### config.mk
export PLATFORM = sky130hd
export DESIGN_NAME = client_heartbeat_timeout_monitor_unit
export DESIGN_NICKNAME = d
export VERILOG_FILES = /design/src/rtl/chtm_pkg.sv /design/src/rtl/chtm_ctrl.sv /design/src/rtl/chtm_dp.sv /design/src/rtl/client_heartbeat_timeout_monitor_unit.sv
export SDC_FILE = /design/constraint.sdc
export NUM_CORES = 2
export LEC_CHECK = 0
export ABC_AREA = 1
export BUFFER_PORTS_ARGS = -buffer_cell sky130_fd_sc_hd__buf_2
export CELL_PAD_IN_SITES_DETAIL_PLACEMENT = 0
export CELL_PAD_IN_SITES_GLOBAL_PLACEMENT = 2
export CORE_MARGIN = 2
export CORE_UTILIZATION = 40
export DETAILED_ROUTE_END_ITERATION = 6
export HOLD_SLACK_MARGIN = 0.02
export PLACE_DENSITY_LB_ADDON = 0.3
export SYNTH_ARGS = -nofsm -noshare
export SYNTH_HDL_FRONTEND = slang
export SYNTH_SLANG_ARGS = --single-unit
### constraint.sdc
create_clock -name clk -period 12 [get_ports clk]
set_clock_uncertainty 0.15 [all_clocks]
set_input_delay 2.4 -clock clk [delete_from_list [all_inputs] [get_ports clk]]
set_output_delay 2.4 -clock clk [all_outputs]
set_load 0.02 [all_outputs]
### src/rtl/chtm_pkg.sv
`default_nettype none
package chtm_pkg;

  localparam int MAX_CLIENTS = 16;
  localparam int IDX_W = (MAX_CLIENTS > 1) ? $clog2(MAX_CLIENTS) : 1;

  // Request kinds.
  localparam logic [1:0] REQ_TICK   = 2'd0;
  localparam logic [1:0] REQ_REPLY  = 2'd1;
  localparam logic [1:0] REQ_ADD    = 2'd2;
  localparam logic [1:0] REQ_REMOVE = 2'd3;

  // Result codes.
  localparam logic [3:0] EV_ADDED     = 4'd0;
  localparam logic [3:0] EV_DUPLICATE = 4'd1;
  localparam logic [3:0] EV_FULL      = 4'd2;
  localparam logic [3:0] EV_SEND_BEAT = 4'd3;
  localparam logic [3:0] EV_TIMED_OUT = 4'd4;
  localparam logic [3:0] EV_BEAT_OK   = 4'd5;
  localparam logic [3:0] EV_REJECTED  = 4'd6;
  localparam logic [3:0] EV_UNKNOWN   = 4'd7;
  localparam logic [3:0] EV_REMOVED   = 4'd8;
  localparam logic [3:0] EV_NOT_FOUND = 4'd9;
  localparam logic [3:0] EV_TICK_DONE = 4'd10;

  // Configuration register indexes.
  localparam logic [7:0] CFG_INTERVAL = 8'd0;
  localparam logic [7:0] CFG_RETRIES  = 8'd1;
  localparam logic [7:0] CFG_TIMEOUT  = 8'd2;
  localparam logic [7:0] CFG_HIGHEST  = 8'd3;

  localparam logic [15:0] NULL_ID = 16'hFFFF;

  typedef struct packed {
    logic [1:0]  req_type;
    logic [31:0] peer_ip;
    logic [15:0] peer_port;
    logic [15:0] client_id;
    logic [15:0] delta_ms;
  } req_t;

  typedef struct packed {
    logic [3:0]   event_res;
    logic [15:0]  out_client_id;
    logic [30:0]  ping_ms;
    logic signed [31:0] stamp_ms;
    logic         last;
  } res_t;

  typedef enum logic [2:0] {
    ST_IDLE, ST_ADV, ST_FOLD, ST_TSCAN, ST_TDONE, ST_SCAN, ST_FINISH
  } state_t;

  // Commands from the controller to the datapath.
  typedef struct packed {
    logic latch;
    logic advance;
    logic fold_step;
    logic tick_step;
    logic scan_step;
    logic finish;
    logic tick_done;
  } cmd_t;

  // Status from the datapath to the controller.
  typedef struct packed {
    logic fold_needed;
    logic idx_last;
  } stat_t;

endpackage
`default_nettype wire

### src/rtl/chtm_ctrl.sv
`default_nettype none
module chtm_ctrl (
  input  wire logic           clk,
  input  wire logic           rst,
  input  wire logic           start,
  input  wire logic [1:0]     req_type,
  input  wire chtm_pkg::stat_t stat,
  output chtm_pkg::cmd_t      cmd,
  output logic                busy
);
  import chtm_pkg::*;

  state_t state, state_next;

  // State register.
  always_ff @(posedge clk) begin
    if (rst) begin
      state <= ST_IDLE;
    end else begin
      state <= state_next;
    end
  end

  // Next state.
  always_comb begin
    state_next = state;
    case (state)
      ST_IDLE: begin
        if (start) begin
          state_next = (req_type == REQ_TICK) ? ST_ADV : ST_SCAN;
        end
      end
      ST_ADV:    state_next = stat.fold_needed ? ST_FOLD : ST_TSCAN;
      ST_FOLD:   state_next = stat.idx_last ? ST_TSCAN : ST_FOLD;
      ST_TSCAN:  state_next = stat.idx_last ? ST_TDONE : ST_TSCAN;
      ST_TDONE:  state_next = ST_IDLE;
      ST_SCAN:   state_next = stat.idx_last ? ST_FINISH : ST_SCAN;
      ST_FINISH: state_next = ST_IDLE;
      default:   state_next = ST_IDLE;
    endcase
  end

  // Commands.
  always_comb begin
    cmd  = '0;
    busy = 1'b1;
    case (state)
      ST_IDLE: begin
        busy      = 1'b0;
        cmd.latch = start;
      end
      ST_ADV:    cmd.advance   = 1'b1;
      ST_FOLD:   cmd.fold_step = 1'b1;
      ST_TSCAN:  cmd.tick_step = 1'b1;
      ST_TDONE:  cmd.tick_done = 1'b1;
      ST_SCAN:   cmd.scan_step = 1'b1;
      ST_FINISH: cmd.finish    = 1'b1;
      default:   busy          = 1'b1;
    endcase
  end

endmodule
`default_nettype wire

### src/rtl/chtm_dp.sv
`default_nettype none
module chtm_dp (
  input  wire logic          clk,
  input  wire logic          rst,
  input  wire chtm_pkg::req_t req,
  input  wire chtm_pkg::cmd_t cmd,
  output chtm_pkg::stat_t    stat,
  input  wire logic          cfg_valid,
  input  wire logic [7:0]    cfg_index,
  input  wire logic [31:0]   cfg_data,
  output logic               res_valid,
  output chtm_pkg::res_t     res
);
  import chtm_pkg::*;

  // Configuration.
  logic [15:0] interval;
  logic [7:0]  retries;
  logic [30:0] timeout;
  logic [30:0] highest;

  // Table.
  logic [MAX_CLIENTS-1:0] valid;
  logic [15:0] ent_id    [MAX_CLIENTS];
  logic [31:0] ent_ip    [MAX_CLIENTS];
  logic [15:0] ent_port  [MAX_CLIENTS];
  logic [31:0] last_beat [MAX_CLIENTS];
  logic [31:0] beat_sent [MAX_CLIENTS];
  logic        awaiting  [MAX_CLIENTS];
  logic [7:0]  retry     [MAX_CLIENTS];

  logic [31:0] server_time;
  logic [15:0] next_id;
  req_t        rq;
  logic [IDX_W-1:0] idx;

  // Results of the search pass.
  logic found_a, found_f, found_i;
  logic [IDX_W-1:0] a_idx, f_idx, i_idx;

  assign stat.idx_last = (idx == IDX_W'(MAX_CLIENTS - 1));

  // Time advance.
  logic [31:0] st_sum;
  assign st_sum           = server_time + {16'b0, rq.delta_ms};
  assign stat.fold_needed = st_sum[31];

  // Fold of one stored beat time.
  logic [31:0] fold_d;
  assign fold_d = last_beat[idx] - {1'b0, highest};

  // Per-slot tick evaluation.
  logic [31:0] elapsed;
  logic [24:0] prod;
  logic ge_int, ge_to, ge_prod, retry_over, t_live, t_drop, t_send;
  assign elapsed    = server_time - last_beat[idx];
  assign prod       = interval * ({1'b0, retry[idx]} + 9'd1);
  assign ge_int     = $signed({elapsed[31], elapsed}) >= $signed({17'b0, interval});
  assign ge_to      = $signed({elapsed[31], elapsed}) >= $signed({2'b0, timeout});
  assign ge_prod    = $signed({elapsed[31], elapsed}) >= $signed({8'b0, prod});
  assign retry_over = retry[idx] > retries;
  assign t_live     = valid[idx] && ge_int;
  assign t_drop     = t_live && (ge_to || retry_over);
  assign t_send     = t_live && !t_drop && (!awaiting[idx] || ge_prod);

  // Per-slot search hits.
  logic [15:0] id_key;
  logic hit_a, hit_i;
  assign id_key = (rq.req_type == REQ_REMOVE) ? rq.client_id : next_id;
  assign hit_a  = valid[idx] && ent_ip[idx] == rq.peer_ip && ent_port[idx] == rq.peer_port;
  assign hit_i  = valid[idx] && ent_id[idx] == id_key;

  // Ping for an accepted reply.
  logic [31:0] ping_raw;
  assign ping_raw = server_time - beat_sent[a_idx];

  // Result selection.
  logic emit;
  res_t emit_val;
  always_comb begin
    emit     = 1'b0;
    emit_val = '0;
    if (cmd.tick_step) begin
      emit_val.out_client_id = ent_id[idx];
      if (t_drop) begin
        emit               = 1'b1;
        emit_val.event_res = EV_TIMED_OUT;
      end else if (t_send) begin
        emit               = 1'b1;
        emit_val.event_res = EV_SEND_BEAT;
        emit_val.stamp_ms  = server_time;
      end
    end else if (cmd.tick_done) begin
      emit               = 1'b1;
      emit_val.event_res = EV_TICK_DONE;
      emit_val.stamp_ms  = server_time;
      emit_val.last      = 1'b1;
    end else if (cmd.finish) begin
      emit          = 1'b1;
      emit_val.last = 1'b1;
      case (rq.req_type)
        REQ_REPLY: begin
          if (!found_a) begin
            emit_val.event_res = EV_UNKNOWN;
          end else if (!awaiting[a_idx]) begin
            emit_val.event_res     = EV_REJECTED;
            emit_val.out_client_id = ent_id[a_idx];
          end else begin
            emit_val.event_res     = EV_BEAT_OK;
            emit_val.out_client_id = ent_id[a_idx];
            emit_val.ping_ms       = ping_raw[31] ? 31'd0 : ping_raw[30:0];
          end
        end
        REQ_ADD: begin
          if (found_a || !found_f) begin
            emit_val.event_res     = found_a ? EV_DUPLICATE : EV_FULL;
            emit_val.out_client_id = NULL_ID;
          end else begin
            emit_val.event_res     = found_i ? EV_DUPLICATE : EV_ADDED;
            emit_val.out_client_id = next_id;
          end
        end
        REQ_REMOVE: begin
          emit_val.event_res     = found_i ? EV_REMOVED : EV_NOT_FOUND;
          emit_val.out_client_id = rq.client_id;
        end
        default: emit_val.event_res = EV_TICK_DONE;
      endcase
    end
  end

  // Control state: configuration, valid bits, time, ids, index, output strobe.
  always_ff @(posedge clk) begin
    if (rst) begin
      interval    <= 16'd1000;
      retries     <= 8'd5;
      timeout     <= 31'd10000;
      highest     <= 31'h7FFFFFFF;
      valid       <= '0;
      server_time <= '0;
      next_id     <= '0;
      idx         <= '0;
      res_valid   <= 1'b0;
      found_a     <= 1'b0;
      found_f     <= 1'b0;
      found_i     <= 1'b0;
    end else begin
      res_valid <= emit;
      if (cfg_valid) begin
        case (cfg_index)
          CFG_INTERVAL: interval <= cfg_data[15:0];
          CFG_RETRIES:  retries  <= cfg_data[7:0];
          CFG_TIMEOUT:  timeout  <= cfg_data[30:0];
          CFG_HIGHEST:  highest  <= cfg_data[30:0];
          default: ;
        endcase
      end
      if (cmd.latch) begin
        idx     <= '0;
        found_a <= 1'b0;
        found_f <= 1'b0;
        found_i <= 1'b0;
      end
      if (cmd.fold_step || cmd.tick_step || cmd.scan_step) begin
        idx <= stat.idx_last ? '0 : idx + 1'b1;
      end
      if (cmd.advance) begin
        server_time <= st_sum[31] ? st_sum - {1'b0, highest} : st_sum;
      end
      if (cmd.tick_step && t_drop) begin
        valid[idx] <= 1'b0;
      end
      // First hits of the search pass.
      if (cmd.scan_step) begin
        if (hit_a && !found_a) begin
          found_a <= 1'b1;
        end
        if (!valid[idx] && !found_f) begin
          found_f <= 1'b1;
        end
        if (hit_i && !found_i) begin
          found_i <= 1'b1;
        end
      end
      if (cmd.finish) begin
        if (rq.req_type == REQ_ADD && !found_a && found_f) begin
          next_id <= next_id + 16'd1;
          if (!found_i) begin
            valid[f_idx] <= 1'b1;
          end
        end
        if (rq.req_type == REQ_REMOVE && found_i) begin
          valid[i_idx] <= 1'b0;
        end
      end
    end
  end

  // Payload registers.
  always_ff @(posedge clk) begin
    if (emit) begin
      res <= emit_val;
    end
    if (cmd.latch) begin
      rq <= req;
    end
    if (cmd.scan_step) begin
      if (hit_a && !found_a) begin
        a_idx <= idx;
      end
      if (!valid[idx] && !found_f) begin
        f_idx <= idx;
      end
      if (hit_i && !found_i) begin
        i_idx <= idx;
      end
    end
    if (cmd.fold_step) begin
      last_beat[idx] <= fold_d[31] ? (32'd0 - fold_d) : fold_d;
    end
    if (cmd.tick_step && t_send) begin
      if (retry[idx] == 8'd0) begin
        beat_sent[idx] <= server_time;
      end
      awaiting[idx] <= 1'b1;
      if (retry[idx] != 8'hFF) begin
        retry[idx] <= retry[idx] + 8'd1;
      end
    end
    if (cmd.finish) begin
      if (rq.req_type == REQ_REPLY && found_a && awaiting[a_idx]) begin
        last_beat[a_idx] <= server_time;
        awaiting[a_idx]  <= 1'b0;
        retry[a_idx]     <= 8'd0;
      end
      if (rq.req_type == REQ_ADD && !found_a && found_f && !found_i) begin
        ent_id[f_idx]    <= next_id;
        ent_ip[f_idx]    <= rq.peer_ip;
        ent_port[f_idx]  <= rq.peer_port;
        last_beat[f_idx] <= server_time;
        beat_sent[f_idx] <= server_time;
        awaiting[f_idx]  <= 1'b0;
        retry[f_idx]     <= 8'd0;
      end
    end
  end

endmodule
`default_nettype wire

### src/rtl/client_heartbeat_timeout_monitor_unit.sv
`default_nettype none
// Heartbeat and timeout monitor for a table of up to MAX_CLIENTS peers.
// A request is taken when start is high and busy is low. req carries the
// kind (tick, heartbeat reply, add, remove by id) and its fields.
// Results leave on res, each valid for exactly one cycle with res_valid
// high; the receiver cannot stall, so none is held back. The last result
// of a request has res.last set.
// Configuration writes use cfg_valid/cfg_ready (ready always high) with a
// register index and data; write only while the block is idle.
// Sequence: reply, add and remove search every slot, one per cycle, and then
// act in a final step. A tick advances the server time, scans every slot
// and then reports completion; when the server time folds back, every
// stored beat time is first adjusted in a pass of its own. Each result
// is registered and appears in the cycle after its slot is examined or
// its request acts.
// Reset clears the table valid bits, the server time, the id counter and
// restores the register defaults; it is synchronous.
module client_heartbeat_timeout_monitor_unit (
  input  wire logic           clk,
  input  wire logic           rst,
  input  wire logic           start,
  output logic                busy,
  input  wire chtm_pkg::req_t req,
  output logic                res_valid,
  output chtm_pkg::res_t      res,
  input  wire logic           cfg_valid,
  output logic                cfg_ready,
  input  wire logic [7:0]     cfg_index,
  input  wire logic [31:0]    cfg_data
);
  import chtm_pkg::*;

  cmd_t  cmd;
  stat_t stat;

  assign cfg_ready = 1'b1;

  chtm_ctrl u_ctrl (
    .clk      (clk),
    .rst      (rst),
    .start    (start),
    .req_type (req.req_type),
    .stat     (stat),
    .cmd      (cmd),
    .busy     (busy)
  );

  chtm_dp u_dp (
    .clk       (clk),
    .rst       (rst),
    .req       (req),
    .cmd       (cmd),
    .stat      (stat),
    .cfg_valid (cfg_valid),
    .cfg_index (cfg_index),
    .cfg_data  (cfg_data),
    .res_valid (res_valid),
    .res       (res)
  );

endmodule
`default_nettype wire

* Word level (Yosys, flattened, before mapping)
Memory sizes are Yosys's and may differ from the RTL's. A register that Yosys moved wholly into a read port is not among the register bits. Index checks and enable logic that the tools add are counted.
Operators by class: add/sub/neg operators 10, multipliers 1, magnitude comparators 10, equal/unequal tests 18, multiplexer cells 125, bitwise operators 9, reduce and logical (&&, ||, !) cells 53
Operator list (count):
- $mux W32 | 9
- $mux W16 | 9
- $mux W4 | 28
- $reduce_or A32 Y1 | 3
- $mux W47 | 2
- $mux W31 | 3
- $sub A32 B31 Y32 | 2
- $sub A32 B32 Y32 | 2
- $mux W1 | 55
- $mux W51 | 1
- $pmux W16 S3 | 1
- $mux W20 | 2
- $add A32 B16 Y32 | 1
- $and A16 B16 Y16 | 2
- $eq A16 B16 Y1 | 2
- $eq A32 B32 Y1 | 1
- $ge A32 B17 Y1 | 1
- $ge A32 B26 Y1 | 1
- $ge A32 B32 Y1 | 1
- $not A16 Y16 | 2
- $sub A1 B32 Y32 const A | 1
- $mul A16 B25 Y25 | 1
- $logic_and A1 B1 Y1 | 21
- $mux W18 | 1
- other kinds (36) | 74
Word-level totals: flip-flop bits (word level) 339, RAM bits 2192, input bits 126, output and inout port bits 87, logic and storage cells 259, memories 7
Memory list:
- u_dp.beat_sent | depth 16, bits a word 32, rd ports 1, clocked after memory_dff 1, wr ports 1, line chtm_dp.sv:28 | logic [31:0] beat_sent [MAX_CLIENTS];
- u_dp.ent_ip | depth 16, bits a word 32, rd ports 1, clocked after memory_dff 1, wr ports 1, line chtm_dp.sv:25 | logic [31:0] ent_ip [MAX_CLIENTS];
- u_dp.last_beat | depth 16, bits a word 32, rd ports 1, clocked after memory_dff 1, wr ports 1, line chtm_dp.sv:27 | logic [31:0] last_beat [MAX_CLIENTS];
- u_dp.ent_id | depth 16, bits a word 16, rd ports 2, clocked after memory_dff 2, wr ports 1, line chtm_dp.sv:24 | logic [15:0] ent_id [MAX_CLIENTS];
- u_dp.ent_port | depth 16, bits a word 16, rd ports 1, clocked after memory_dff 1, wr ports 1, line chtm_dp.sv:26 | logic [15:0] ent_port [MAX_CLIENTS];
- u_dp.retry | depth 16, bits a word 8, rd ports 1, clocked after memory_dff 1, wr ports 1, line chtm_dp.sv:30 | logic [7:0] retry [MAX_CLIENTS];
- +1 memories

* Logic depth before layout (Yosys ltp)
word-level depth 16, mapped depth 55, mapped depth without buffers 50

* By module
Synthesis repeated with hierarchy kept, for this count alone.
Unflattened totals: cell total of the unflattened synthesis 12775, area total of the unflattened synthesis 124602.0 sq um
By module, submodules not included:
- chtm_dp | times used 1, cells each 12733, area an instance 124358.0 sq um, seq. area each 73050.1 sq um
- chtm_ctrl | times used 1, cells each 40, area an instance 232.7 sq um, seq. area each 60.1 sq um
- client_heartbeat_timeout_monitor_unit | times used 1, cells each 2, area an instance 11.3 sq um, seq. area each 0.0 sq um

* Least setup slack after synthesis
OpenSTA, ideal clock, no wires.
kind reg-to-reg, start point register with a tool-made name, end point register, netlist name u_dp.res[0], library setup time 0.445 ns, arrival 9.381 ns, required time 11.405 ns, path slack 2.024 ns, cell stages (with the launch flop) 52, path buffers 7, clock period less this slack 9.976 ns, cell sequence dfxtp_1 buf_6 inv_6 buf_8 buf_6 buf_4 o21ai_0 o221ai_1 nand3_1 nand2_2 inv_1 buf_1 ha_1 clkbuf_1 clkbuf_1 nand2_1 fa_1 inv_1 (+16 left out) a21oi_1 o21ai_0 xor2_1 ha_1 nand2_1 inv_1 nand3_1 nor3_1 nand2_1 nand2_1 nand2_1 nand2_1 inv_1 nand3_1 nand2_1 nand2_1 nand4_4 nand2_1

==> results by group <==
Status
  • Outcome: complete, no violations

Synth
  • Syn Inst Count: about 11000
  • Synthesized Nets: between 10000 and 15000
  • Post-synthesis sequential element count: 2539
  • Post-synth EDFFs: 2370
  • Asr flop ratio synth: 0%
  • Mean Syn Cell Area: 10.73 um2
  • Mapped cell area: about 120000 um2
  • Synth warn: 0
  • Sequential area share after synthesis: slightly above 60%
  • Top_reg_cell synth: edfxtp_1
  • Count of cell types in the netlist: 67

Floorplan
  • Die Area: about 300000 um2
  • Die W: ~550 um
  • Die Ht: ~550 um
  • Starting Density: 40.12%
  • Core Box Area: ~300000 um2
  • IO Pins: 213
  • Rows: 201

Layout
  • FILL cells: 27660
  • Final nets: between 10000 and 15000
  • Area Growth Syn to Fin: 12.13%
  • Fraction of layout cells with a size suffix above 1: between 8 and 9%
  • Post-Layout Inst Area: between 100000 and 150000 um2

Routing
  • DR vias/cell: 5.596
  • Vias: between 80000 and 90000
  • DRC: 0
  • Drt first pass iters: 6
  • DRT iter0 DRCs: approximately 8700
  • Antenna Violating Nets Remaining: 0
  • Wirelength, routed: slightly below 400000 um
  • Routed len/inst: ~25 um

Global routing
  • Number of global-route vias before repair: roughly 84000
  • GRT overflow: 0
  • Maximum number of pins on one net before global-route repair: around 220
  • Total GRT Usage: approximately 25%
  • First-pass GRT wire length: 566800 um
  • Initial antenna violation count: 17

Timing
  • Final slew viol count: 0
  • Fin crit share: between 90 and 100%
  • Worst-Margin Slew: 1.286 ns
  • Fin Hold WS: approximately 0.31 ns
  • Maximum clock frequency: 90.37 MHz
  • RSZ-0062 raised after global routing: false
  • Total negative setup slack: 0 ns
  • Crit path time final: 11.07 ns
  • Endpoints failing setup: 0
  • Endpoints failing hold: 0
  • Worst relative slew slack: 13.80%

Worst hold path
  • Hold Crit Class: reg -> reg
  • Min-Delay Path Depth: 2

Pwr
  • P per Cell Area: approximately 210 nW/um2
  • Pwr Total: around 28000 uW
  • Maximum vdd drop: roughly 0.00029 V
  • P_leak: slightly below 0.05 uW

Worst setup path
  • CP Capture Type: flip-flop
  • Worst path max stage delay: around 0.72 ns
  • Startpoint type of the worst setup path: flip-flop
  • Req. time, crit path: about 12 ns
  • Most common cell on crit path: nand2_1
  • Worst Path Arrival: 11.44 ns
  • Crit Path Category: reg -> reg
  • Slowest stage cell, crit path: nor2_1
  • Critical Path Fanout Max: 33
  • Reg2reg path depth: 49

Placed design
  • Placed instance area: between 100000 and 150000 um2
  • Routability cong.: approximately 0.89
  • Port Buffers: 210
  • DP HPWL: about 240000 um

CTS
  • CTS tree: done
  • TritonCTS buffer count: around 290
  • Clock Tree Buf Depth: 4
  • # hold bufs at CTS: 0
  • Clock root buffer master: clkbuf_16
  • Setup Fix Bufs, Post-CTS: 0
  • CTS sink cnt: about 2500
  • H-tree depth: 5
  • Post-CTS sizing: 0
  • Clock latency on the worst-skew pair: ~0.95 ns
  • Clock Pin Slew Worst Setup and Hold Paths: ~0.06 ns

Flow run
  • Max_cap viols: 0
## cells by family (layout without fill, tap and decap cells)
kind of cell	Yosys count	in the layout	share of synthesized area, %
AO/OA/AOI/OAI	2856	2856	13.95
AND/OR/NAND/NOR	3646	3646	12.43
XOR/XNOR	168	168	1.242
flip-flops	2539	2539	62.14
adder cells (fa/ha/maj)	382	382	4.635
other	1	9	0.003126
buffers and inverters	1589	1920	5.595
## area by class of cell
type	count	area (um2)	area share (%)
Tap cell	3958	4952	3.681
Timing Repair Buffer	411	2648	1.968
Antenna cell	8	20.02	0.01488
Inverter	986	3766	2.800
Sequential cell	2539	74580	55.44
Clock buffer	354	7631	5.673
Clock inverter	169	1844	1.371
Multi-Input combinational cell	7053	39080	29.05
## layer usage
metal | part of all wire, % | routed length [um] | GRT usage (%) | up-vias
met1 | 45 | 175800 | 35.98 | 43130
met5 | 0.0059 | 23 | 0 | -
met2 | 46 | 178400 | 39.89 | 2967
met3 | 6.3 | 24840 | 3.214 | 550
li1 | - | - | - | 39960
met4 | 3.1 | 12250 | 7.660 | 4
## placed cells by master (no fill, tap or decap), types with 14 or more instances in the layout
| cell | count |
|---|---|
| dfxtp_1 | 161 |
| or2_2 | 17 |
| o211ai_1 | 351 |
| nand2_1 | 1337 |
| a21oi_1 | 540 |
| o21ai_0 | 1325 |
| a21o_1 | 23 |
| o21ai_1 | 100 |
| nor2_1 | 1584 |
| nand3_1 | 443 |
| clkinv_1 | 58 |
| o221ai_1 | 280 |
| clkinv_2 | 49 |
| ha_1 | 278 |
| buf_4 | 194 |
| edfxtp_1 | 2370 |
| xor2_1 | 120 |
| clkbuf_1 | 54 |
| inv_2 | 14 |
| a31oi_1 | 14 |
| a21oi_4 | 16 |
| nor3_2 | 16 |
| bufinv_16 | 29 |
| clkbuf_16 | 293 |
| nor2_2 | 29 |
| o22ai_1 | 125 |
| inv_1 | 961 |
| buf_2 | 210 |
| xnor2_1 | 47 |
| nand4_1 | 69 |
| o21bai_1 | 15 |
| fa_1 | 104 |
| nor3_1 | 58 |
| nand2_2 | 21 |
| nor4_1 | 14 |
| nor2_4 | 28 |
## sequential cells by signal, summed over array words and instances, names as in the netlist, 3 cells and up, named ones only
signal and count:
u_dp.awaiting 16, u_dp.highest 31, u_ctrl.state 3, u_dp.next_id 16
u_dp.res 84, u_dp.ent_port 256, u_dp.i_idx 4, u_dp.timeout 31
u_dp.retries 8, u_dp.last_beat 512, u_dp.a_idx 4, u_dp.interval 16
u_dp.rq 82, u_dp.retry 128, u_dp.idx 4, u_dp.f_idx 4
u_dp.ent_ip 512, u_dp.valid 16, u_dp.ent_id 256, u_dp.server_time 32
u_dp.beat_sent 512
## cell usage after synthesis, drive strengths merged, types with 16 or more instances
library cell | instances | area (um2)
edfxtp | 2370 | 71170
nor2 | 1641 | 6272
o21ai | 1426 | 7141
nand2 | 1361 | 5174
inv | 983 | 3700
a21oi | 559 | 2846
nand3 | 444 | 2227
o211ai | 352 | 2648
clkbuf | 330 | 1239
o221ai | 280 | 2452
ha | 278 | 3478
buf | 273 | 1763
dfxtp | 169 | 3383
o22ai | 125 | 782.0
xor2 | 121 | 1079
fa | 104 | 2082
nor3 | 75 | 411.7
nand4 | 71 | 465.4
xnor2 | 47 | 411.6
a21o | 23 | 172.7
or2 | 18 | 112.6
o21bai | 16 | 123.9
## where the power goes
| part | leakage [uW] | total [uW] | internal [uW] | switching (uW) |
|---|---|---|---|---|
| clock network | 0.00460 | 8880 | 5190 | 3700 |
| registers | 0.0235 | 10800 | 10500 | 287 |
| logic | 0.0211 | 8250 | 2510 | 5740 |
## final timing paths
check	from	end	slack [ns]
setup / recovery	flip-flop	u_dp.retry[12][1]$_DFFE_PP_	0.93
hold / removal	u_dp.timeout[25]$_SDFFE_PP0P_	u_dp.timeout[25]$_SDFFE_PP0P_	0.31
setup reg to reg	flip-flop	u_dp.retry[12][1]$_DFFE_PP_	0.93
hold reg to reg	u_dp.timeout[25]$_SDFFE_PP0P_	u_dp.timeout[25]$_SDFFE_PP0P_	0.31
## per-stage QoR
step                      worst slack (ns)  util (%)  std cells
final                               0.9349     44.99      15480
after global placement              0.9722     41.81      14950
after detailed placement            0.9657     41.81      14950
after global routing                0.1111     44.98      15470
after CTS                           0.9418     44.98      15470
after floorplan                      2.024         -      11180
## critical path: cells and delay by family, from the launching register on
family                   cells  cell delay, ns
XOR/XNOR                     1            0.11
flip-flops                   1            0.67
adder cells (fa/ha/maj)      6            2.53
buffers and inverters       10            1.35
AND/OR/NAND/NOR             24            4.32
AO/OA/AOI/OAI                8            1.47
Note: power is estimated with default switching activity, not from simulation.
